## config.mk

```make
export PLATFORM = sky130hd
export DESIGN_NAME = adaptive_gamma_rice_encoder
export DESIGN_NICKNAME = d
export VERILOG_FILES = /design/src/hdl/agr_pkg.sv /design/src/hdl/agr_fifo.sv /design/src/hdl/agr_front.sv /design/src/hdl/agr_back.sv /design/src/hdl/adaptive_gamma_rice_encoder.sv
export VERILOG_INCLUDE_DIRS = /design/src /design/src/hdl
export SDC_FILE = /design/constraint.sdc
export NUM_CORES = 1
export LEC_CHECK = 0
export BUFFER_PORTS_ARGS = -buffer_cell sky130_fd_sc_hd__clkbuf_2
export CAP_MARGIN = 15
export CORE_ASPECT_RATIO = 0.75
export CORE_UTILIZATION = 65
export DETAILED_ROUTE_END_ITERATION = 8
export HOLD_SLACK_MARGIN = 0.05
export PLACE_DENSITY_LB_ADDON = 0.1
export SETUP_SLACK_MARGIN = 0.05
export SLEW_MARGIN = 20
export SYNTH_ARGS = -nofsm -noshare
export SYNTH_HDL_FRONTEND = slang
export SYNTH_HIERARCHICAL = 1
export SYNTH_SLANG_ARGS = --single-unit
```

## constraint.sdc

```tcl
create_clock -name clk_i -period 10.1 [get_ports clk_i]
set_input_delay 0.505 -clock clk_i [delete_from_list [all_inputs] [get_ports clk_i]]
set_output_delay 0.505 -clock clk_i [all_outputs]
set_load 0.05 [all_outputs]
```

## src/hdl/assert_macros.svh

```systemverilog
// assertion macros for the adaptive gamma-rice encoder
`ifndef ASSERT_MACROS_SVH
`define ASSERT_MACROS_SVH

// plain property, sampled on clk_i, off while in reset
`define AGR_ASSERT(lbl, prop, msg) \
  lbl: assert property (@(posedge clk_i) disable iff (!rst_ni) (prop)) else $error(msg);

// implication with same-cycle consequent
`define AGR_ASSERT_IMPL(lbl, ante, cons, msg) \
  lbl: assert property (@(posedge clk_i) disable iff (!rst_ni) (ante) |-> (cons)) \
    else $error(msg);

`endif

```

## src/hdl/agr_pkg.sv

```systemverilog
// shared constants and types of the adaptive gamma-rice encoder
`timescale 1ns / 1ps

package agr_pkg;

  localparam int DEFAULT_WORD_BITS = 32;
  localparam int QUEUE_DEPTH       = 4;

  localparam int S_TDATA_W  = 32;
  localparam int CHUNK_BITS = 32;
  localparam int LEN_W      = 6;
  localparam int KAFT_W     = 6;
  localparam int LEN_LSB    = CHUNK_BITS;
  localparam int KAFT_LSB   = LEN_LSB + LEN_W;
  localparam int M_TDATA_W  = ((KAFT_LSB + KAFT_W + 7) / 8) * 8;

  localparam int MAX_CHUNKS = 3;
  localparam int CNT_W      = $clog2(MAX_CHUNKS);

  localparam int CFG_INDEX_W = 2;
  localparam int CFG_DATA_W  = 8;
  localparam int INIT_K_W    = 6;
  localparam int THR_W       = 8;

  localparam logic [INIT_K_W-1:0] INIT_K_RESET   = '0;
  localparam logic [THR_W-1:0]    LOW_THR_RESET  = 8'd0;
  localparam logic [THR_W-1:0]    HIGH_THR_RESET = 8'd7;

  typedef enum logic [CFG_INDEX_W-1:0] {
    CFG_INITIAL_K = 2'd0,
    CFG_LOW_THR   = 2'd1,
    CFG_HIGH_THR  = 2'd2
  } cfg_reg_e;

endpackage

```

## src/hdl/agr_fifo.sv

```systemverilog
// small flop-based queue between front and back
`timescale 1ns / 1ps

module agr_fifo #(
  parameter int WIDTH = 8,
  parameter int DEPTH = 4
) (
  input  logic             clk_i,
  input  logic             rst_ni,
  input  logic             push_i,
  input  logic [WIDTH-1:0] wdata_i,
  output logic             full_o,
  input  logic             pop_i,
  output logic [WIDTH-1:0] rdata_o,
  output logic             valid_o
);
  localparam int AW = $clog2(DEPTH);

  logic [WIDTH-1:0] mem_q [DEPTH];
  logic [AW:0]      wr_ptr_q, wr_ptr_d;
  logic [AW:0]      rd_ptr_q, rd_ptr_d;

  assign full_o  = (wr_ptr_q[AW] != rd_ptr_q[AW]) && (wr_ptr_q[AW-1:0] == rd_ptr_q[AW-1:0]);
  assign valid_o = (wr_ptr_q != rd_ptr_q);
  assign rdata_o = mem_q[rd_ptr_q[AW-1:0]];

  always_comb begin
    wr_ptr_d = wr_ptr_q;
    rd_ptr_d = rd_ptr_q;
    if (push_i && !full_o) begin
      wr_ptr_d = wr_ptr_q + (AW+1)'(1);
    end
    if (pop_i && valid_o) begin
      rd_ptr_d = rd_ptr_q + (AW+1)'(1);
    end
  end

  always_ff @(posedge clk_i or negedge rst_ni) begin
    if (!rst_ni) begin
      wr_ptr_q <= '0;
      rd_ptr_q <= '0;
    end else begin
      wr_ptr_q <= wr_ptr_d;
      rd_ptr_q <= rd_ptr_d;
    end
  end

  always_ff @(posedge clk_i) begin
    if (push_i && !full_o) begin
      mem_q[wr_ptr_q[AW-1:0]] <= wdata_i;
    end
  end

endmodule

```

## src/hdl/agr_front.sv

```systemverilog
// front end: config registers, k tracking, code value and length per request
`timescale 1ns / 1ps

module agr_front #(
  parameter int WORD_BITS = agr_pkg::DEFAULT_WORD_BITS,
  parameter int ENT_W     = 8
) (
  input  logic                           clk_i,
  input  logic                           rst_ni,
  input  logic                           cfg_valid_i,
  input  logic [agr_pkg::CFG_INDEX_W-1:0] cfg_index_i,
  input  logic [agr_pkg::CFG_DATA_W-1:0]  cfg_data_i,
  input  logic                           in_valid_i,
  output logic                           in_ready_o,
  input  logic [agr_pkg::S_TDATA_W-1:0]   value_i,
  input  logic                           restart_i,
  output logic                           push_o,
  output logic [ENT_W-1:0]               push_data_o,
  input  logic                           full_i
);
  import agr_pkg::*;

  localparam int KW  = $clog2(WORD_BITS + 1);
  localparam int VW  = WORD_BITS + 1;
  localparam int LW  = $clog2(2 * WORD_BITS + 1);
  localparam int BLW = $clog2(VW + 1);

  logic [INIT_K_W-1:0] init_k_q;
  logic [THR_W-1:0]    low_q, high_q;
  logic [KW-1:0]       cur_k_q;

  logic [KW-1:0]        k_init, k_cur, k_dn, k_nx;
  logic [WORD_BITS-1:0] val_w, quo;
  logic                 all_ones, accept;
  logic [VW-1:0]        v_code;

  logic                 s1_valid_q;
  logic [VW-1:0]        v_q;
  logic [KW-1:0]        k_q;
  logic                 ao_q;
  logic [KAFT_W-1:0]    kaft_q;

  logic [BLW-1:0]       bl;
  logic [LW-1:0]        code_len;

  // config writes
  always_ff @(posedge clk_i or negedge rst_ni) begin
    if (!rst_ni) begin
      init_k_q <= INIT_K_RESET;
      low_q    <= LOW_THR_RESET;
      high_q   <= HIGH_THR_RESET;
    end else if (cfg_valid_i) begin
      unique case (cfg_reg_e'(cfg_index_i))
        CFG_INITIAL_K: init_k_q <= cfg_data_i[INIT_K_W-1:0];
        CFG_LOW_THR:   low_q    <= cfg_data_i[THR_W-1:0];
        CFG_HIGH_THR:  high_q   <= cfg_data_i[THR_W-1:0];
        default: ;
      endcase
    end
  end

  // classify: k, quotient, adapted k, code value
  always_comb begin
    k_init   = (int'(init_k_q) > WORD_BITS) ? KW'(WORD_BITS) : KW'(init_k_q);
    k_cur    = restart_i ? k_init : cur_k_q;
    val_w    = WORD_BITS'(value_i);
    quo      = (k_cur == KW'(WORD_BITS)) ? '0 : (val_w >> k_cur);
    all_ones = (k_cur == '0) && (&val_w);
    k_dn     = ((quo <= WORD_BITS'(low_q)) && (k_cur != '0)) ? k_cur - KW'(1) : k_cur;
    k_nx     = ((quo >= WORD_BITS'(high_q)) && (k_dn != KW'(WORD_BITS))) ?
               k_dn + KW'(1) : k_dn;
    v_code   = all_ones ? VW'(1) : VW'(val_w) + (VW'(1) << k_cur);
  end

  assign in_ready_o = !s1_valid_q || !full_i;
  assign accept     = in_valid_i && in_ready_o;
  assign push_o     = s1_valid_q && !full_i;

  always_ff @(posedge clk_i or negedge rst_ni) begin
    if (!rst_ni) begin
      cur_k_q    <= KW'(INIT_K_RESET);
      s1_valid_q <= 1'b0;
    end else begin
      if (accept) begin
        cur_k_q    <= k_nx;
        s1_valid_q <= 1'b1;
      end else if (push_o) begin
        s1_valid_q <= 1'b0;
      end
    end
  end

  always_ff @(posedge clk_i) begin
    if (accept) begin
      v_q    <= v_code;
      k_q    <= k_cur;
      ao_q   <= all_ones;
      kaft_q <= KAFT_W'(k_nx);
    end
  end

  // code length: leading zeros plus significant bits of the code value, WORD_BITS+1 for all ones at k=0
  always_comb begin
    bl = '0;
    for (int i = 0; i < VW; i++) begin
      if (v_q[i]) begin
        bl = BLW'(i + 1);
      end
    end
    if (ao_q) begin
      code_len = LW'(WORD_BITS + 1);
    end else begin
      code_len = (LW'(bl) << 1) - LW'(k_q) - LW'(1);
    end
  end

  assign push_data_o = {kaft_q, code_len, v_q};

endmodule

```

## src/hdl/agr_back.sv

```systemverilog
// back end: slices each codeword into chunks behind an output register
`timescale 1ns / 1ps

module agr_back #(
  parameter int WORD_BITS = agr_pkg::DEFAULT_WORD_BITS,
  parameter int ENT_W     = 8
) (
  input  logic                          clk_i,
  input  logic                          rst_ni,
  input  logic                          head_valid_i,
  input  logic [ENT_W-1:0]              head_data_i,
  output logic                          pop_o,
  output logic                          m_valid_o,
  input  logic                          m_ready_i,
  output logic [agr_pkg::M_TDATA_W-1:0] m_data_o,
  output logic                          m_last_o
);
  import agr_pkg::*;

  localparam int VW   = WORD_BITS + 1;
  localparam int LW   = $clog2(2 * WORD_BITS + 1);
  localparam int RW   = LW + 2;
  localparam int BUFW = (VW > CHUNK_BITS) ? VW : CHUNK_BITS;
  localparam int CSH  = $clog2(CHUNK_BITS);

  logic [VW-1:0]         v;
  logic [LW-1:0]         code_len;
  logic [KAFT_W-1:0]     kaft;

  logic [CNT_W-1:0]      chunk_q, chunk_d;
  logic [RW-1:0]         rem, shamt;
  logic [LEN_W-1:0]      n;
  logic [BUFW-1:0]       shifted;
  logic [CHUNK_BITS-1:0] mask, bits;
  logic                  last, load;

  logic                  out_valid_q;
  logic [CHUNK_BITS-1:0] bits_q;
  logic [LEN_W-1:0]      len_q;
  logic                  last_q;
  logic [KAFT_W-1:0]     kaft_q;

  assign v        = head_data_i[VW-1:0];
  assign code_len = head_data_i[VW +: LW];
  assign kaft     = head_data_i[VW+LW +: KAFT_W];

  always_comb begin
    rem     = RW'(code_len) - (RW'(chunk_q) << CSH);
    n       = (rem > RW'(CHUNK_BITS)) ? LEN_W'(CHUNK_BITS) : LEN_W'(rem);
    shamt   = rem - RW'(n);
    shifted = BUFW'(v) >> shamt;
    mask    = {CHUNK_BITS{1'b1}} >> (LEN_W'(CHUNK_BITS) - n);
    bits    = shifted[CHUNK_BITS-1:0] & mask;
    last    = (rem <= RW'(CHUNK_BITS)) || (chunk_q == CNT_W'(MAX_CHUNKS - 1));
  end

  assign load  = head_valid_i && (!out_valid_q || m_ready_i);
  assign pop_o = load && last;

  always_comb begin
    chunk_d = chunk_q;
    if (load) begin
      chunk_d = last ? '0 : chunk_q + CNT_W'(1);
    end
  end

  always_ff @(posedge clk_i or negedge rst_ni) begin
    if (!rst_ni) begin
      chunk_q     <= '0;
      out_valid_q <= 1'b0;
    end else begin
      chunk_q <= chunk_d;
      if (load) begin
        out_valid_q <= 1'b1;
      end else if (m_ready_i) begin
        out_valid_q <= 1'b0;
      end
    end
  end

  always_ff @(posedge clk_i) begin
    if (load) begin
      bits_q <= bits;
      len_q  <= n;
      last_q <= last;
      kaft_q <= kaft;
    end
  end

  assign m_valid_o = out_valid_q;
  assign m_last_o  = last_q;
  assign m_data_o  = M_TDATA_W'({kaft_q, len_q, bits_q});

endmodule

```

## src/hdl/adaptive_gamma_rice_encoder.sv

```systemverilog
// top level of the adaptive gamma-rice encoder
//
//  channel   direction  handshake                     payload
//  s_axis    in         s_axis_tvalid/s_axis_tready   tdata value, tuser restart
//  m_axis    out        m_axis_tvalid/m_axis_tready   tdata chunk, tlast last chunk
//  cfg       in         cfg_valid_i/cfg_ready_o       cfg_index_i, cfg_data_i
//
// front takes one value per cycle unless the queue is full; back sends one chunk per cycle
// while m_axis_tready is high, so a value is sent as ceil(len/32) chunks, up to 3. the first
// chunk of a value passes the front stage register, the queue and the output chunk register.
// reset is asynchronous and clears k, the config registers and the queue.
// a 4-entry queue lets the front keep taking values while the output stalls.
`timescale 1ns / 1ps
`include "assert_macros.svh"

module adaptive_gamma_rice_encoder #(
  parameter int WORD_BITS   = agr_pkg::DEFAULT_WORD_BITS,
  parameter int QUEUE_DEPTH = agr_pkg::QUEUE_DEPTH
) (
  input  logic                            clk_i,
  input  logic                            rst_ni,
  input  logic                            cfg_valid_i,
  output logic                            cfg_ready_o,
  input  logic [agr_pkg::CFG_INDEX_W-1:0] cfg_index_i,
  input  logic [agr_pkg::CFG_DATA_W-1:0]  cfg_data_i,
  input  logic                            s_axis_tvalid,
  output logic                            s_axis_tready,
  input  logic [agr_pkg::S_TDATA_W-1:0]   s_axis_tdata,  // value[31:0]
  input  logic                            s_axis_tuser,  // restart
  output logic                            m_axis_tvalid,
  input  logic                            m_axis_tready,
  output logic [agr_pkg::M_TDATA_W-1:0]   m_axis_tdata,  // chunk_bits, chunk_len, k_after, pad
  output logic                            m_axis_tlast
);
  import agr_pkg::*;

  localparam int VW    = WORD_BITS + 1;
  localparam int LW    = $clog2(2 * WORD_BITS + 1);
  localparam int ENT_W = KAFT_W + LW + VW;

  logic             push, full, pop, head_valid;
  logic [ENT_W-1:0] push_data, head_data;

  assign cfg_ready_o = 1'b1;

  agr_front #(
    .WORD_BITS (WORD_BITS),
    .ENT_W     (ENT_W)
  ) u_front (
    .clk_i       (clk_i),
    .rst_ni      (rst_ni),
    .cfg_valid_i (cfg_valid_i),
    .cfg_index_i (cfg_index_i),
    .cfg_data_i  (cfg_data_i),
    .in_valid_i  (s_axis_tvalid),
    .in_ready_o  (s_axis_tready),
    .value_i     (s_axis_tdata),
    .restart_i   (s_axis_tuser),
    .push_o      (push),
    .push_data_o (push_data),
    .full_i      (full)
  );

  agr_fifo #(
    .WIDTH (ENT_W),
    .DEPTH (QUEUE_DEPTH)
  ) u_fifo (
    .clk_i   (clk_i),
    .rst_ni  (rst_ni),
    .push_i  (push),
    .wdata_i (push_data),
    .full_o  (full),
    .pop_i   (pop),
    .rdata_o (head_data),
    .valid_o (head_valid)
  );

  agr_back #(
    .WORD_BITS (WORD_BITS),
    .ENT_W     (ENT_W)
  ) u_back (
    .clk_i        (clk_i),
    .rst_ni       (rst_ni),
    .head_valid_i (head_valid),
    .head_data_i  (head_data),
    .pop_o        (pop),
    .m_valid_o    (m_axis_tvalid),
    .m_ready_i    (m_axis_tready),
    .m_data_o     (m_axis_tdata),
    .m_last_o     (m_axis_tlast)
  );

  `AGR_ASSERT_IMPL(a_len_range, m_axis_tvalid, (m_axis_tdata[LEN_LSB +: LEN_W] != '0) && (m_axis_tdata[LEN_LSB +: LEN_W] <= LEN_W'(CHUNK_BITS)), "chunk length out of range")
  `AGR_ASSERT_IMPL(a_full_chunk, m_axis_tvalid && !m_axis_tlast, m_axis_tdata[LEN_LSB +: LEN_W] == LEN_W'(CHUNK_BITS), "non-final chunk is not full")
  `AGR_ASSERT_IMPL(a_k_range, m_axis_tvalid, int'(m_axis_tdata[KAFT_LSB +: KAFT_W]) <= WORD_BITS, "k beyond word size")
  `AGR_ASSERT(a_pop_needs_head, !pop || head_valid, "queue popped while empty")

endmodule
```

==> impl_summary.txt <==
----------------------------------------------------
[Yosys]
  Commonest cells in the netlist ... edfxtp_1, nor2_1, nand2_1, a21oi_1, inv_1
  Post-synthesis mux area share ... 13.7%
  Area of the mapped netlist ... 19200 sq um
  Leading cell types by total area after synthesis ... edfxtp_1, mux4_2, ha_1
  Area share of and/or/nand/nor cells after synthesis ... 14.2%
  Synth warn ... 6
  Most common cell in the netlist ... edfxtp_1
  Share of flip-flops with an asynchronous set or reset ... 12.1%
  Post-synthesis sequential area ratio ... 48.1%
  Share of Yosys cell area claimed by the top area cell type ... 43.1%
  Flip-flop and latch count after synthesis ... 313
  Post-synth cell types ... 96
  Combinational family with the most area after synthesis ... simple AND/OR/NAND/NOR gates
  Largest area contributor in the synthesized netlist ... edfxtp_1
  Adder-Cell Fraction of Synth Area ... 5.08%
  Post-synth EDFFs ... 275
  Most used flip-flop cell after synthesis ... edfxtp_1
  Number of instances in the synthesized netlist ... 1697
  Mean cell area of the mapped netlist ... 11.3 sq um
  Synth Area in XOR/XNOR ... 2.21%
  Share of the synthesized area in compound gates (AO/OA/AOI/OAI) ... 12.6%

[Floorplan]
  Die Span Y ... 151 um
  Boundary pin count ... 100
  Floorplan row count ... 54
  CORE AREA ... about 29000 sq um
  Initial Util ... approximately 66%
  Die area ... 30200 sq um
  Die Wd ... 200 um

[GRT]
  First-pass GRT wire length ... 79600 um
  Initial antenna violation count ... 0
  Pin count of the biggest net entering global routing ... 57
  Overall routing resource usage ... 34.3%
  Residual overflow from global routing ... 0
  Number of global-route vias before repair ... roughly 14000

[Placed design]
  Detailed Place HPWL ... ~36000 um
  Input/output buffers ... 94
  Final RePlAce weighted congestion ... approximately 0.98
  Worst setup slack before clock tree synthesis ... 3.48 ns
  Placed Cells incl. Taps ... 2114

[Worst hold path]
  Path category of the worst min-delay check ... input port to async pin

[Timing]
  RSZ-0062 raised after global routing ... false
  Final count of hold timing violations ... 0
  Remaining max-slew budget at the tightest pin ... 40.2%
  Worst hold slack ... a little under 0.06 ns
  Least setup slack across all paths after layout ... about 3.4 ns
  Max-slew violation total from the final report ... 0
  Post-Route Setup TNS ... 0 ns
  Slew at the pin closest to its max-slew limit ... about 0.9 ns
  Achievable frequency ... 148 MHz
  Worst Clk Skew ... around 0.029 ns
  Post-route clock period utilization ... 66.7%
  Setup-failing EPs final ... 0
  Time the final worst path needs with I/O delays and setup ... 6.74 ns

[Finish]
  Post-Layout Cell Count ... 2170
  Total number of nets in the final design ... around 1900
  Fraction of final layout cells with drive strength greater than 1 ... between 10% and 20%
  Antenna cell count ... 0
  Signed area change from the synthesized netlist to the final layout ... 9.03%

[Status]
  Run status ... finished, final reports clean

[Clock network]
  Library cell used as clock root buffer ... clkbuf_16
  Number of hold-repair buffers added at the cts stage ... 0
  Worst-case clock buffer depth ... 3
  TritonCTS Buffers ... 30
  TritonCTS clock tree ... built
  Postcts setup bufs ... 0
  Clock-pin slew of the registers on the worst-case setup and hold paths ... roughly 0.060 ns
  CTS-repair resized insts ... 0
  CTS H-tree lvls ... 1
  TritonCTS Sinks ... 313
  Clock network latency to the later pin of the worst-skew pair ... roughly 0.57 ns

[Critical path]
  Max incr delay on CP ... 0.67 ns
  CP Data Required Time ... 10.41 ns
  Reg2Reg Depth ... 17
  Logic depth of the worst setup path including buffers ... 17
  Worst path arrival time ... 7.04 ns
  Maximum fanout count along the critical path ... 38
  Critical path capture point type ... flip-flop
  Number of buffers and inverters on the critical path ... 4
  CP Launch Type ... flip-flop
  Slowest-stage cell, CP ... buf_4
  Top delay family on crit path ... buffers and inverters
  Worst Setup Path Type ... flip-flop to flip-flop
  Cell Chain, Critical Path ... buf_4 > mux4_2 > inv_1 > ha_1 > fa_1 > and3b_1 > inv_6 > nand2_1 > ha_1 > or2_1 > a311oi_4 > buf_4 > mux4_2 > nor2_1 > a21oi_1 > a32oi_1 > a21oi_1

[Drt]
  Routed via count divided by cell count ... 6.70
  Total iterations of the first detailed-routing run ... 6
  Initial DRC Count ... roughly 1900
  Average routed wire per standard cell ... 23.9 um
  DRC violations left ... 0
  Routed vias ... around 15000
  Final Routed Wirelength ... between 50000 and 60000 um
  Antenna Nets Post-Route ... 0

[Flow run]
  Number of max-cap violations ... 0

----------------------------------------------------
[stage by stage]
stage / area [sq um] / utilization [%]
floorplan: 19200 / -
finish: 20900 / 71.9
global route: 20900 / 71.9
global placement: 19800 / 68.3
detailed placement: 19800 / 68.3
CTS: 20900 / 71.9
[metal layers]
metal	track usage [%]	vias to the layer above	wire [um]
met5	0.487	-	0
met4	7.58	0	940
met3	8.40	80	5880
li1	-	6536	-
met1	50.2	7075	22400
met2	51.8	856	22600
[cells by family (layout without fill, tap and decap cells)]
| kind of cell | count (synthesis) | after routing |
|---|---|---|
| AOI/OAI and AO/OA | 364 | 364 |
| xor gates and xnor gates | 44 | 44 |
| adders and majority gates | 76 | 76 |
| buffers and inverters | 172 | 250 |
| DFF | 313 | 313 |
| muxes | 179 | 179 |
| other | 3 | 6 |
| and+or+nand+nor | 546 | 546 |
[cell usage in the layout, fill, tap and decap left out, drive strengths merged, types with 24 or more instances in the layout]
master and instances:
ha 73, nand3 41, nor3 35, edfxtp 275
a211oi 34, nor2 151, dfrtp 35, o21ai 69
nand2 146, clkbuf 127, xnor2 26, a21o 24
mux2 57, mux4 60, mux2i 62, a21oi 97
inv 80, nand2b 26
[cell type report]
class                           instances  area (sq um)
Multi-Input combinational cell       1215          9210
Inverter                               80           305
Sequential cell                       313          9220
Fill cell                            2031          8160
Timing Repair Buffer                  114           621
Tap cell                              392           490
Clock inverter                         22           273
Clock buffer                           34           776
[final timing paths]
check	startpoint	end	slack [ns]
worst min register to register	u_front/high_q[6]	u_front/high_q[6]	0.51
worst max-delay path	u_fifo/rd_ptr_q[0]	u_back/bits_q[5]	3.36
min in group clk_i	s_axis_tvalid	u_front/s1_valid_q	0.15
worst max register to register	u_fifo/rd_ptr_q[0]	u_back/bits_q[5]	3.36
worst min-delay path	rst_ni	u_front/low_q[3]	0.06
max in group asynchronous	rst_ni	u_fifo/rd_ptr_q[0]	9.38
[registers in the layout (all words and copies together) (netlist names)]
register,cells
u_front/low_q,8
u_back/bits_q,32
u_front/v_q,33
u_back/m_valid_o,1
u_back/m_last_o,1
u_back/len_q,6
u_front/s1_valid_q,1
u_front/high_q,8
u_fifo/wr_ptr_q,3
u_fifo/rd_ptr_q,3
u_front/k_q,6
u_back/kaft_q,6
u_fifo/mem_q,184
u_front/init_k_q,6
u_front/kaft_q,6
u_front/ao_q,1
u_front/cur_k_q,6
u_back/chunk_q,2
Power is not shown: default switching activity piles up to over one toggle a cycle in this logic, so the estimate is an artifact.
